## src/design/ifla_pkg.sv

```systemverilog
package ifla_pkg;

  localparam int MaxIds     = 1024;
  localparam int StoreDepth = 1024;
  localparam int IdW        = 10;
  localparam int GrantW     = 11;
  localparam int StatusW    = 2;
  localparam int UsableLim  = (MaxIds - 1 < StoreDepth) ? MaxIds - 1 : StoreDepth;

  localparam logic FuncAlloc = 1'b0;
  localparam logic FuncFree  = 1'b1;

  typedef enum logic [StatusW-1:0] {
    StGranted   = 2'd0,
    StExhausted = 2'd1,
    StFreed     = 2'd2,
    StIgnored   = 2'd3
  } status_e;

  typedef struct packed {
    logic           func;
    logic [IdW-1:0] release_id;
  } in_t;

  typedef struct packed {
    logic [GrantW-1:0] granted_id;
    status_e           status;
  } out_t;

  typedef struct packed {
    logic clear_en;
    logic issue;
    logic commit;
  } dp_cmd_t;

  typedef struct packed {
    logic clear_last;
    logic out_blocked;
  } dp_status_t;

  function automatic logic [GrantW-1:0] usable_count(input logic [IdW-1:0] cnt);
    logic [GrantW-1:0] lim;
    lim = GrantW'(UsableLim);
    usable_count = ({1'b0, cnt} > lim) ? lim : {1'b0, cnt};
  endfunction

endpackage

```

## src/design/ifla_ctrl.sv

```systemverilog
module ifla_ctrl (
  input  logic                clk_i,
  input  logic                rst_ni,
  input  logic                cfg_we_i,
  input  logic                in_valid_i,
  input  ifla_pkg::dp_status_t sts_i,
  output ifla_pkg::dp_cmd_t   cmd_o,
  output logic                in_stall_o
);

  typedef enum logic [1:0] {
    StClear,
    StIdle,
    StLookup
  } state_e;

  state_e state_q;

  always_ff @(posedge clk_i or negedge rst_ni) begin
    if (!rst_ni) begin
      state_q <= StClear;
    end else if (cfg_we_i) begin
      state_q <= StClear;
    end else begin
      case (state_q)
        StClear: begin
          if (sts_i.clear_last) state_q <= StIdle;
        end
        StIdle: begin
          if (in_valid_i) state_q <= StLookup;
        end
        StLookup: begin
          if (!sts_i.out_blocked) state_q <= StIdle;
        end
        default: state_q <= StClear;
      endcase
    end
  end

  always_comb begin
    cmd_o.clear_en = (state_q == StClear) && !cfg_we_i;
    cmd_o.issue    = (state_q == StIdle) && in_valid_i;
    cmd_o.commit   = (state_q == StLookup) && !sts_i.out_blocked;
  end

  assign in_stall_o = (state_q != StIdle);

endmodule

```

## config.mk

```make
export PLATFORM = sky130hd
export DESIGN_NAME = ifla_ctrl
export DESIGN_NICKNAME = d
export VERILOG_FILES = /design/src/design/ifla_pkg.sv /design/src/design/ifla_ctrl.sv
export SDC_FILE = /design/constraint.sdc
export NUM_CORES = 1
export LEC_CHECK = 0
export BUFFER_PORTS_ARGS = -buffer_cell sky130_fd_sc_hd__buf_2
export CAP_MARGIN = 10
export CORE_AREA = 2 2 39 41
export DETAILED_ROUTE_END_ITERATION = 8
export DIE_AREA = 0 0 41 43
export SLEW_MARGIN = 20
export SYNTH_ARGS = -nofsm -noshare
export SYNTH_HDL_FRONTEND = slang
export SYNTH_SLANG_ARGS = --single-unit
```

## constraint.sdc

```tcl
create_clock -name clk_i -period 1.1 [get_ports clk_i]
set_input_delay 0 -clock clk_i [delete_from_list [all_inputs] [get_ports clk_i]]
set_output_delay 0 -clock clk_i [all_outputs]
set_load 0.1 [all_outputs]
```

==> flow_metrics.tcl, run 1 <==
set metrics [dict create \
    required_ns 1.10 \
    hold_viol 0 \
    syn_nets 20 \
    yosys_warnings 0 \
    drc 0 \
    r2r-start "state_q[0]$_DFFE_PN0P_" \
    ios 10 \
    yosysSeqAreaShare 0.4000 \
    reg_top3 "state_q x2" \
    portBuffers 9 \
    final.fill_count 151 \
    post_dp_cell_area_um2 272.8 \
    via_per_inst 3.333 \
    yosysTopAreaCell "dfrtp_1" \
    hold_path_depth 2 \
    path_class "flop to primary output" \
    min_period_ns 1.169 \
    synthCells 14 \
    slew_viol_final 0 \
    clock_latency_ns 0.23 \
    num_antenna_cells 0 \
    cp.arrival_ns 1.17 \
    grt_max_degree 8 \
    grt-ovfl-total 0 \
    max_cap_violations 0 \
    combPwrFrac 0.392 \
    grt_pass1_vias 149 \
    yosys-top-cells-area "dfrtp_1, nand3b_1, nor3b_2" \
    ctsHtreeMaxLevel 1 \
    pwr-share-clk 0.402 \
    seqPwrFrac 0.206 \
    synth_top_area_frac 0.4000 \
    crit_path_start "state_q[1]$_DFFE_PN0P_" \
    drt-initial-drc-count 1 \
    path_max_fanout 6 \
    placed_cells 39 \
    p_leak_nw 0.1305 \
    finalNonFillerCells 45 \
    rrSetupSlack_ns 0.05 \
    wl_per_cell_um 7.578 \
    vias 150 \
    syn_area_um2 125.1 \
    drive_above_1_share 0.6207 \
    hold_path.class "input port to flop" \
    synth_cell_type_count 11 \
    cts_tree "done" \
    rows 14 \
    finalSetupViolCount 3 \
    clockBufferDepth 2 \
    worstMarginPinSlew_ns 0.2088 \
    fin_nets 36 \
    first_pass_iters 2 \
    p_sw_frac 0.3773 \
    whs_ns 0.003032 \
    cts_num_sinks 2 \
    clockRootBuffer "clkbuf_4" \
    cp-start-kind "flop" \
    grt_pass1_wl_um 531 \
    die-area_um2 1763 \
    switching_power_w 0.0001730 \
    ir_drop_v 0.0003386 \
    status "complete, but fails checks" \
    period_share 1.063 \
    synth_enable_flop_cells 0 \
    area_growth_pct 154.0 \
    fin_worst_skew_ns 0.005487 \
    r2r_end "state_q[0]$_DFFE_PN0P_" \
    wirelength_um 341 \
    failed_checks "setup timing" \
    synth_seq_cells 2 \
    die_height_um 43 \
    top_register "state_q" \
    antenna_found_initial 0 \
    endpoint "cmd_o[1]" \
    rsz0062_at_grt "true" \
    syn_area_per_cell_um2 8.937 \
    yosys-top-cells-count "dfrtp_1, inv_1, nand3b_1" \
    final_core_util 0.2297 \
    largest_reg_flops 2 \
    max_slew_margin 0.8606 \
    synth_ff_type "dfrtp_1" \
    die_w_um 41 \
    clkSlewWorstSetupHoldPaths_ns 0.03 \
    ys_async_sr_fraction 1.000 \
    multi_input_area_um2 85.08 \
    hold_path.startpoint "cfg_we_i" \
    internal_power_w 0.0002856 \
    cp-end-kind "primary output" \
    gr-usage-all-layers 0.05321 \
    start_util 0.09042 \
    max_freq_mhz 855.2 \
    coreArea_um2 1384 \
    stdcell_area_um2 317.8 \
    place_congestion 0.5590 \
    numCtsBuffers 3 \
    regArea_um2 52.55 \
    rr_worst_depth 2 \
    drtAntennaViolNets 0 \
    pwr_density_cell_nw_per_um2 1443 \
    setup_ws_ns -0.06929 \
]
[routing by layer]
metal	track usage	vias to the layer above	routed length (um)
met5	0	-	0
met4	0.08000	0	0
met3	0.03141	0	45
met2	0.06250	7	151
met1	0.04823	66	144
li1	-	77	-
[cell type report]
| class | instances | share of cell area |
|---|---|---|
| repair buffers | 11 | 0.3858 |
| clock buffers | 4 | 0.08268 |
| flip-flops and latches | 2 | 0.1654 |
| multi-input cells | 10 | 0.2677 |
| well taps | 16 | 0.06299 |
| inverters | 2 | 0.03543 |
[critical path: stages, from the launching register on]
cell and delay, ns:
dfrtp_2 0.43, nand3b_1 0.23, clkinvlp_4 0.12, buf_12 0.17
[logic make-up (layout without fill, tap and decap cells)]
| family | count (synthesis) | count (layout) | synth area share |
|---|---|---|---|
| AND/OR/NAND/NOR | 8 | 8 | 0.4199 |
| buffers and inverters | 2 | 17 | 0.06002 |
| flip-flops | 2 | 2 | 0.4000 |
| AO/OA/AOI/OAI | 2 | 2 | 0.1200 |
[per-stage QoR]
| step | TNS (ns) | worst slack (ns) | power, W |
|---|---|---|---|
| 2_1_floorplan | -0.9499 | -0.4877 | 0.0002022 |
| 3_3_place_gp | 0 | 0.06496 | 0.0002711 |
| 3_5_place_dp | 0 | 0.04896 | 0.0002718 |
| 4_1_cts | -0.1541 | -0.08017 | 0.0004658 |
| 5_1_grt | -0.2692 | -0.1083 | 0.0004831 |
| 6_report | -0.1406 | -0.06929 | 0.0004586 |
[power by group through the flow]
| stage | Combinational (W) | Sequential (W) | Clock (W) |
|---|---|---|---|
| after floorplan | 0.000109 | 0.0000927 | 0 |
| after global placement | 0.000176 | 0.0000947 | 0 |
| after detailed placement | 0.000177 | 0.0000952 | 0 |
| after CTS | 0.000181 | 0.0000945 | 0.000191 |
| after global routing | 0.000187 | 0.0000957 | 0.000200 |
| final | 0.000180 | 0.0000946 | 0.000184 |
[placed cells by master, fill, tap and decap left out, drive strengths merged]
cell type    synthesis  final
buf                  0     10
nand3b               2      2
nor3b                1      1
a32o                 1      1
nor3                 1      1
dfrtp                2      2
or2                  1      1
a21oi                1      1
nor2                 1      1
inv                  2      1
nand2                1      1
clkbuf               0      4
clkinvlp             0      1
dlygate4sd3          0      1
nand2b               1      1
[worst min-delay path by stage]
stage	endpoint	slack, ns
floorplan	state_q[0]$_DFFE_PN0P_	-0.30
global placement	state_q[1]$_DFFE_PN0P_	-0.21
detailed placement	state_q[1]$_DFFE_PN0P_	-0.21
CTS	state_q[1]$_DFFE_PN0P_	0.002
global route	state_q[1]$_DFFE_PN0P_	0.02
finish	state_q[1]$_DFFE_PN0P_	0.003
[timing repair]
action / in CTS / in global routing
endpoints found under the hold margin: 2 / 0
hold buffers: 1 / 0
buffers inserted: 1 / 0
gates resized for setup: 1 / 0
pin swaps: 2 / 2
setup endpoints to repair: 3 / 4
(Power assumes the default switching activity.)
==> inputs of run 2 (changes only) <==
- clock period: 1.1 -> 1.2 ns (I/O delays scaled with it)
==> run 2 against run 1 <==
The flow now finishes without violations; clock skew is 0.0015 ns higher; non-clock buffer count stayed put; critical path depth down 1; core utilization down 0.27 points; first-iteration DRC count rose by 100%; final area shrank 1.2%; clock power is 9.8% lower; hold slack gained 0.010 ns; global-route usage increased by 0.50 points; cell count is the same; flip-flop and latch count did not move; die area unchanged; critical path type unchanged; largest power group unchanged.
==> flow_metrics.tcl, run 2 (synthesized netlist as in run 1, its figures left out) <==
set metrics [dict create \
    ctsHtreeMaxLevel 1 \
    hold_path.class "input port to flop" \
    pwr_density_cell_nw_per_um2 1326 \
    fin_worst_skew_ns 0.006990 \
    wl_per_cell_um 7.667 \
    place_congestion 0.5501 \
    clockRootBuffer "clkbuf_4" \
    wirelength_um 345 \
    drtAntennaViolNets 0 \
    switching_power_w 0.0001555 \
    numCtsBuffers 3 \
    finalNonFillerCells 45 \
    start_util 0.09042 \
    final.fill_count 147 \
    num_antenna_cells 0 \
    placed_cells 39 \
    layout_commonest_cell "buf_2" \
    via_per_inst 3.400 \
    vias 153 \
    holdPathEnd "state_q[1]$_DFFE_PN0P_" \
    drc 0 \
    grt-ovfl-total 0 \
    pwr-share-clk 0.399 \
    finalSetupViolCount 0 \
    gr-usage-all-layers 0.05823 \
    place_ws_ns 0.1476 \
    setup_ws_ns 0.06382 \
    cp-start-kind "flop" \
    first_pass_iters 4 \
    period_share 0.9468 \
    worstMarginPinSlew_ns 0.2095 \
    rrSetupSlack_ns 0.15 \
    grt_pass1_wl_um 579 \
    path_max_fanout 7 \
    path_class "flop to primary output" \
    status "finished, final reports clean" \
    top_register "state_q" \
    p_leak_nw 0.1369 \
    cts_tree "done" \
    max_cap_violations 0 \
    combPwrFrac 0.394 \
    post-dp-hpwl_um 285.4 \
    die-area_um2 1763 \
    final_core_util 0.2269 \
    grt_pass1_vias 151 \
    clockBufferDepth 2 \
    required_ns 1.20 \
    max_freq_mhz 880.1 \
    die_height_um 43 \
    largest_reg_flops 2 \
    min_period_ns 1.136 \
    max_slew_margin 0.8602 \
    seqPwrFrac 0.207 \
    hold_path.startpoint "cfg_we_i" \
    ios 10 \
    slew_viol_final 0 \
    cts_num_sinks 2 \
    clock_latency_ns 0.23 \
    hold_viol 0 \
    finalSetupTns_ns 0 \
    power.total_w 0.0004163 \
    portBuffers 9 \
    die_w_um 41 \
    r2r_end "state_q[0]$_DFFE_PN0P_" \
    area_growth_pct 151.0 \
    drt-initial-drc-count 2 \
    rsz0062_at_grt "false" \
    reg_top3 "state_q x2" \
    internal_power_w 0.0002608 \
    ir_drop_v 0.0002886 \
    r2r-start "state_q[0]$_DFFE_PN0P_" \
    drive_above_1_share 0.6207 \
    clkSlewWorstSetupHoldPaths_ns 0.03 \
    grt_max_degree 8 \
    coreArea_um2 1384 \
    fin_nets 36 \
    cp-end-kind "primary output" \
    rows 14 \
    hold_path_depth 2 \
    cp.arrival_ns 1.14 \
    p_sw_frac 0.3735 \
    antenna_found_initial 0 \
    rr_worst_depth 2 \
    layout_common_cells "buf_2, buf_12, clkbuf_4" \
]
[run 2: cell count changes in the layout (fill, tap and decap cells not counted), sizes merged]
cell      delta
clkinvlp     -1
inv          +1
[run 2: worst max-delay path by stage]
stage	from	endpoint	slack [ns]	depth (start not counted)
6_report	state_q[0]$_DFFE_PN0P_	cmd_o[0]	0.06	2
5_1_grt	state_q[1]$_DFFE_PN0P_	cmd_o[1]	0.006	3
4_1_cts	state_q[1]$_DFFE_PN0P_	cmd_o[0]	0.02	2
3_5_place_dp	state_q[0]$_DFFE_PN0P_	state_q[0]$_DFFE_PN0P_	0.15	2
3_3_place_gp	state_q[0]$_DFFE_PN0P_	state_q[0]$_DFFE_PN0P_	0.15	2
2_1_floorplan	state_q[1]$_DFFE_PN0P_	state_q[0]$_DFFE_PN0P_	-0.39	2
[run 2: layout make-up]
cell class              count  area [um2]  area share
well taps                  16       20.02     0.06375
flip-flops and latches      2       52.55      0.1673
clock buffers               4       26.28     0.08367
multi-input cells          10       85.08      0.2709
repair buffers             11       122.6      0.3904
inverters                   2       7.507     0.02390
[run 2: metal layers]
metal / GRT usage / wire length [um] / up-vias
met3: 0.07853 / 38 / 0
met5: 0 / 0 / -
met1: 0.04502 / 142 / 70
met2: 0.07188 / 164 / 6
li1: - / - / 77
met4: 0.04000 / 0 / 0
[run 2: power by group through the flow]
| stage | Sequential, W | Clock, W | Combinational, W |
|---|---|---|---|
| floorplan | 0.0000850 | 0 | 0.0000984 |
| global placement | 0.0000867 | 0 | 0.000160 |
| detailed placement | 0.0000865 | 0 | 0.000161 |
| CTS | 0.0000858 | 0.000177 | 0.000163 |
| global route | 0.0000873 | 0.000188 | 0.000171 |
| finish | 0.0000861 | 0.000166 | 0.000164 |
[run 2: worst max-delay path: stages, from the launching register on]
cell	delay [ns]
dfrtp_2	0.45
nor3b_4	0.24
buf_12	0.21
[run 2: what timing repair did]
item	CTS	global route
buffers inserted	0	1
endpoints found under the hold margin	2	0
hold buffers	1	0
setup endpoints to repair	0	2
gates resized for setup	0	2
[run 2: metrics by stage]
step	instance area (um2)	hold WS, ns
global placement	269.0	-0.2129
CTS	305.3	0.008267
global route	314.1	0.01440
finish	314.1	0.01312
floorplan	143.9	-0.2956
detailed placement	269.0	-0.2088
==> inputs of run 3 (changes only) <==
- ABC_AREA: default -> 1
==> run 3 against run 2 <==
Critical path depth increased by 2; count of clock-buffer cells in the layout unchanged; synthesized area increased by 11%; combinational power increased by 11%; setup slack got worse by 0.022 ns; largest power group is now combinational cells; clock skew decreased by 0.0031 ns; final area increased by 11%; die area unchanged; hold slack improved by 0.039 ns; synthesized cell count increased by 64%; sequential share of layout area decreased by 1.7 points; critical endpoint is now cmd_o[1]; register-to-register slack improved by 0.21 ns.
==> flow_metrics.tcl, run 3 <==
set metrics [dict create \
    status "finished, final reports clean" \
    finalSetupViolCount 0 \
    synth_mux_area_frac 0 \
    rrSetupSlack_ns 0.36 \
    ctsHtreeMaxLevel 1 \
    area_growth_pct 151.4 \
    wirelength_um 337 \
    drive_above_1_share 0.5135 \
    antenna_found_initial 0 \
    yosys.area_share.simple 0.5045 \
    clockBufferDepth 2 \
    drt-initial-drc-count 0 \
    yosys_warnings 0 \
    die-area_um2 1763 \
    required_ns 1.20 \
    min_period_ns 1.158 \
    internal_power_w 0.0002660 \
    rr_worst_depth 4 \
    synth_compound_area_frac 0 \
    vias 187 \
    wl_per_cell_um 6.358 \
    max_slew_margin 0.8363 \
    power.total_w 0.0004446 \
    post-dp-hpwl_um 289.3 \
    cp-start-kind "flop" \
    synth_cell_type_count 9 \
    yosysSeqAreaShare 0.3604 \
    synthXorXnorAreaFrac 0 \
    ys_async_sr_fraction 1.000 \
    portBuffers 9 \
    yosys-top-cells-area "dfrtp_1, nand2_1, nor2_1" \
    hold_path.startpoint "in_valid_i" \
    clockRootBuffer "clkbuf_4" \
    rows 14 \
    syn_area_per_cell_um2 6.038 \
    placed_cells 48 \
    synth_enable_flop_cells 0 \
    switching_power_w 0.0001786 \
    grt_pass1_wl_um 510 \
    clock_latency_ns 0.23 \
    grt-ovfl-total 0 \
    hold_path.class "input port to flop" \
    place_congestion 0.6674 \
    combPwrFrac 0.410 \
    cts_num_sinks 2 \
    holdPathEnd "state_q[1]$_DFFE_PN0P_" \
    max_freq_mhz 863.5 \
    first_pass_iters 1 \
    largest_reg_flops 2 \
    p_leak_nw 0.1647 \
    reg_top3 "state_q x2" \
    grt_max_degree 8 \
    finalSetupTns_ns 0 \
    place_ws_ns 0.2541 \
    cp.arrival_ns 1.16 \
    cts_tree "done" \
    r2r-start "state_q[1]$_DFFE_PN0P_" \
    grt_pass1_vias 159 \
    ir_drop_v 0.0002511 \
    ios 10 \
    worstMarginPinSlew_ns 0.2456 \
    p_sw_frac 0.4017 \
    seqPwrFrac 0.206 \
    yosys.area_share.adder 0 \
    drc 0 \
    max_cap_violations 0 \
    coreArea_um2 1384 \
    synth_seq_cells 2 \
    syn_nets 29 \
    yosys-top-cells-count "nand2_1, nor2_1, inv_1" \
    fin_nets 44 \
    r2r_end "state_q[0]$_DFFE_PN0P_" \
    top_register "state_q" \
    via_per_inst 3.528 \
    hold_viol 0 \
    synth_top_area_frac 0.3604 \
    synthCells 23 \
    fin_worst_skew_ns 0.003872 \
    clkSlewWorstSetupHoldPaths_ns 0.03 \
    yosysTopAreaCell "dfrtp_1" \
    layout_common_cells "nand2_1, buf_2, inv_1, nor2_1, buf_12" \
    die_height_um 43 \
    synth_ff_type "dfrtp_1" \
    start_util 0.1004 \
    num_antenna_cells 0 \
    post_cts_buffers 0 \
    hold_path_depth 3 \
    die_w_um 41 \
    finalNonFillerCells 53 \
    pwr_density_cell_nw_per_um2 1274 \
    numCtsBuffers 3 \
    final_core_util 0.2523 \
    setup_ws_ns 0.04195 \
    slew_viol_final 0 \
    pwr-share-clk 0.384 \
    period_share 0.9650 \
    syn_area_um2 138.9 \
    gr-usage-all-layers 0.04814 \
    drtAntennaViolNets 0 \
    synth_top_family_by_area "simple AND/OR/NAND/NOR gates" \
    cp-end-kind "primary output" \
    path_class "flop to primary output" \
    path_max_fanout 6 \
]
run 3: cell count changes after synthesis, sizes merged, moves of 2 or more:
cell	previous run	this run
nand2	1	6
nor2	1	5
inv	2	5
nand3	0	2
nand3b	2	0
run 3: worst max path at each step:
stage | startpoint | end | cells past startpoint
finish | state_q[1]$_DFFE_PN0P_ | cmd_o[1] | 4
global route | state_q[1]$_DFFE_PN0P_ | cmd_o[1] | 4
detailed placement | state_q[1]$_DFFE_PN0P_ | cmd_o[1] | 4
global placement | state_q[1]$_DFFE_PN0P_ | cmd_o[1] | 4
CTS | state_q[1]$_DFFE_PN0P_ | cmd_o[1] | 4
floorplan | state_q[0]$_DFFE_PN0P_ | cmd_o[0] | 1
run 3: repair_timing:
action	4_1_cts	5_1_grt
hold buffers	1	0
hold endpoints to repair	2	0
setup endpoints to repair	0	1
gates resized for setup	0	1
run 3: worst max-delay path: stages (launching register included):
cell and delay [ns]:
dfrtp_2 0.44, inv_4 0.13, nand2_8 0.07, nor2_4 0.12, buf_12 0.18
run 3: cell type report:
type,instances,area (um2)
sequential,2,52.55
clock buffer,4,26.28
multi-input combinational,16,113.9
tap,16,20.02
timing repair buffer,10,115.1
fill,154,1035
inverter,5,21.27
run 3: logic make-up (layout without fill, tap and decap cells):
| logic type | count (synthesis) | after routing |
|---|---|---|
| buffers and inverters | 5 | 19 |
| DFF | 2 | 2 |
| and+or+nand+nor | 16 | 16 |
run 3: per-layer routing:
metal | routed length (um) | track usage | part of all wire
met5 | 0 | 0 | 0
met4 | 13 | 0.08000 | 0.039
met3 | 24 | 0.01571 | 0.071
met2 | 171 | 0.06563 | 0.51
met1 | 127 | 0.03846 | 0.38
run 3: through the flow:
step / cell area, um2 / hold slack [ns]
after floorplan: 186.4 / -0.2956
after global placement: 311.5 / -0.2156
after detailed placement: 311.5 / -0.2133
after CTS: 347.8 / 0.04796
after global routing: 349.1 / 0.06486
final: 349.1 / 0.05173
run 3: power groups by stage:
stage          logic [W]  registers [W]  clock network, W
4_1_cts         0.000184      0.0000916          0.000181
2_1_floorplan   0.000116      0.0000907                 0
3_3_place_gp    0.000180      0.0000924                 0
5_1_grt         0.000192      0.0000929          0.000191
3_5_place_dp    0.000181      0.0000929                 0
6_report        0.000182      0.0000917          0.000171
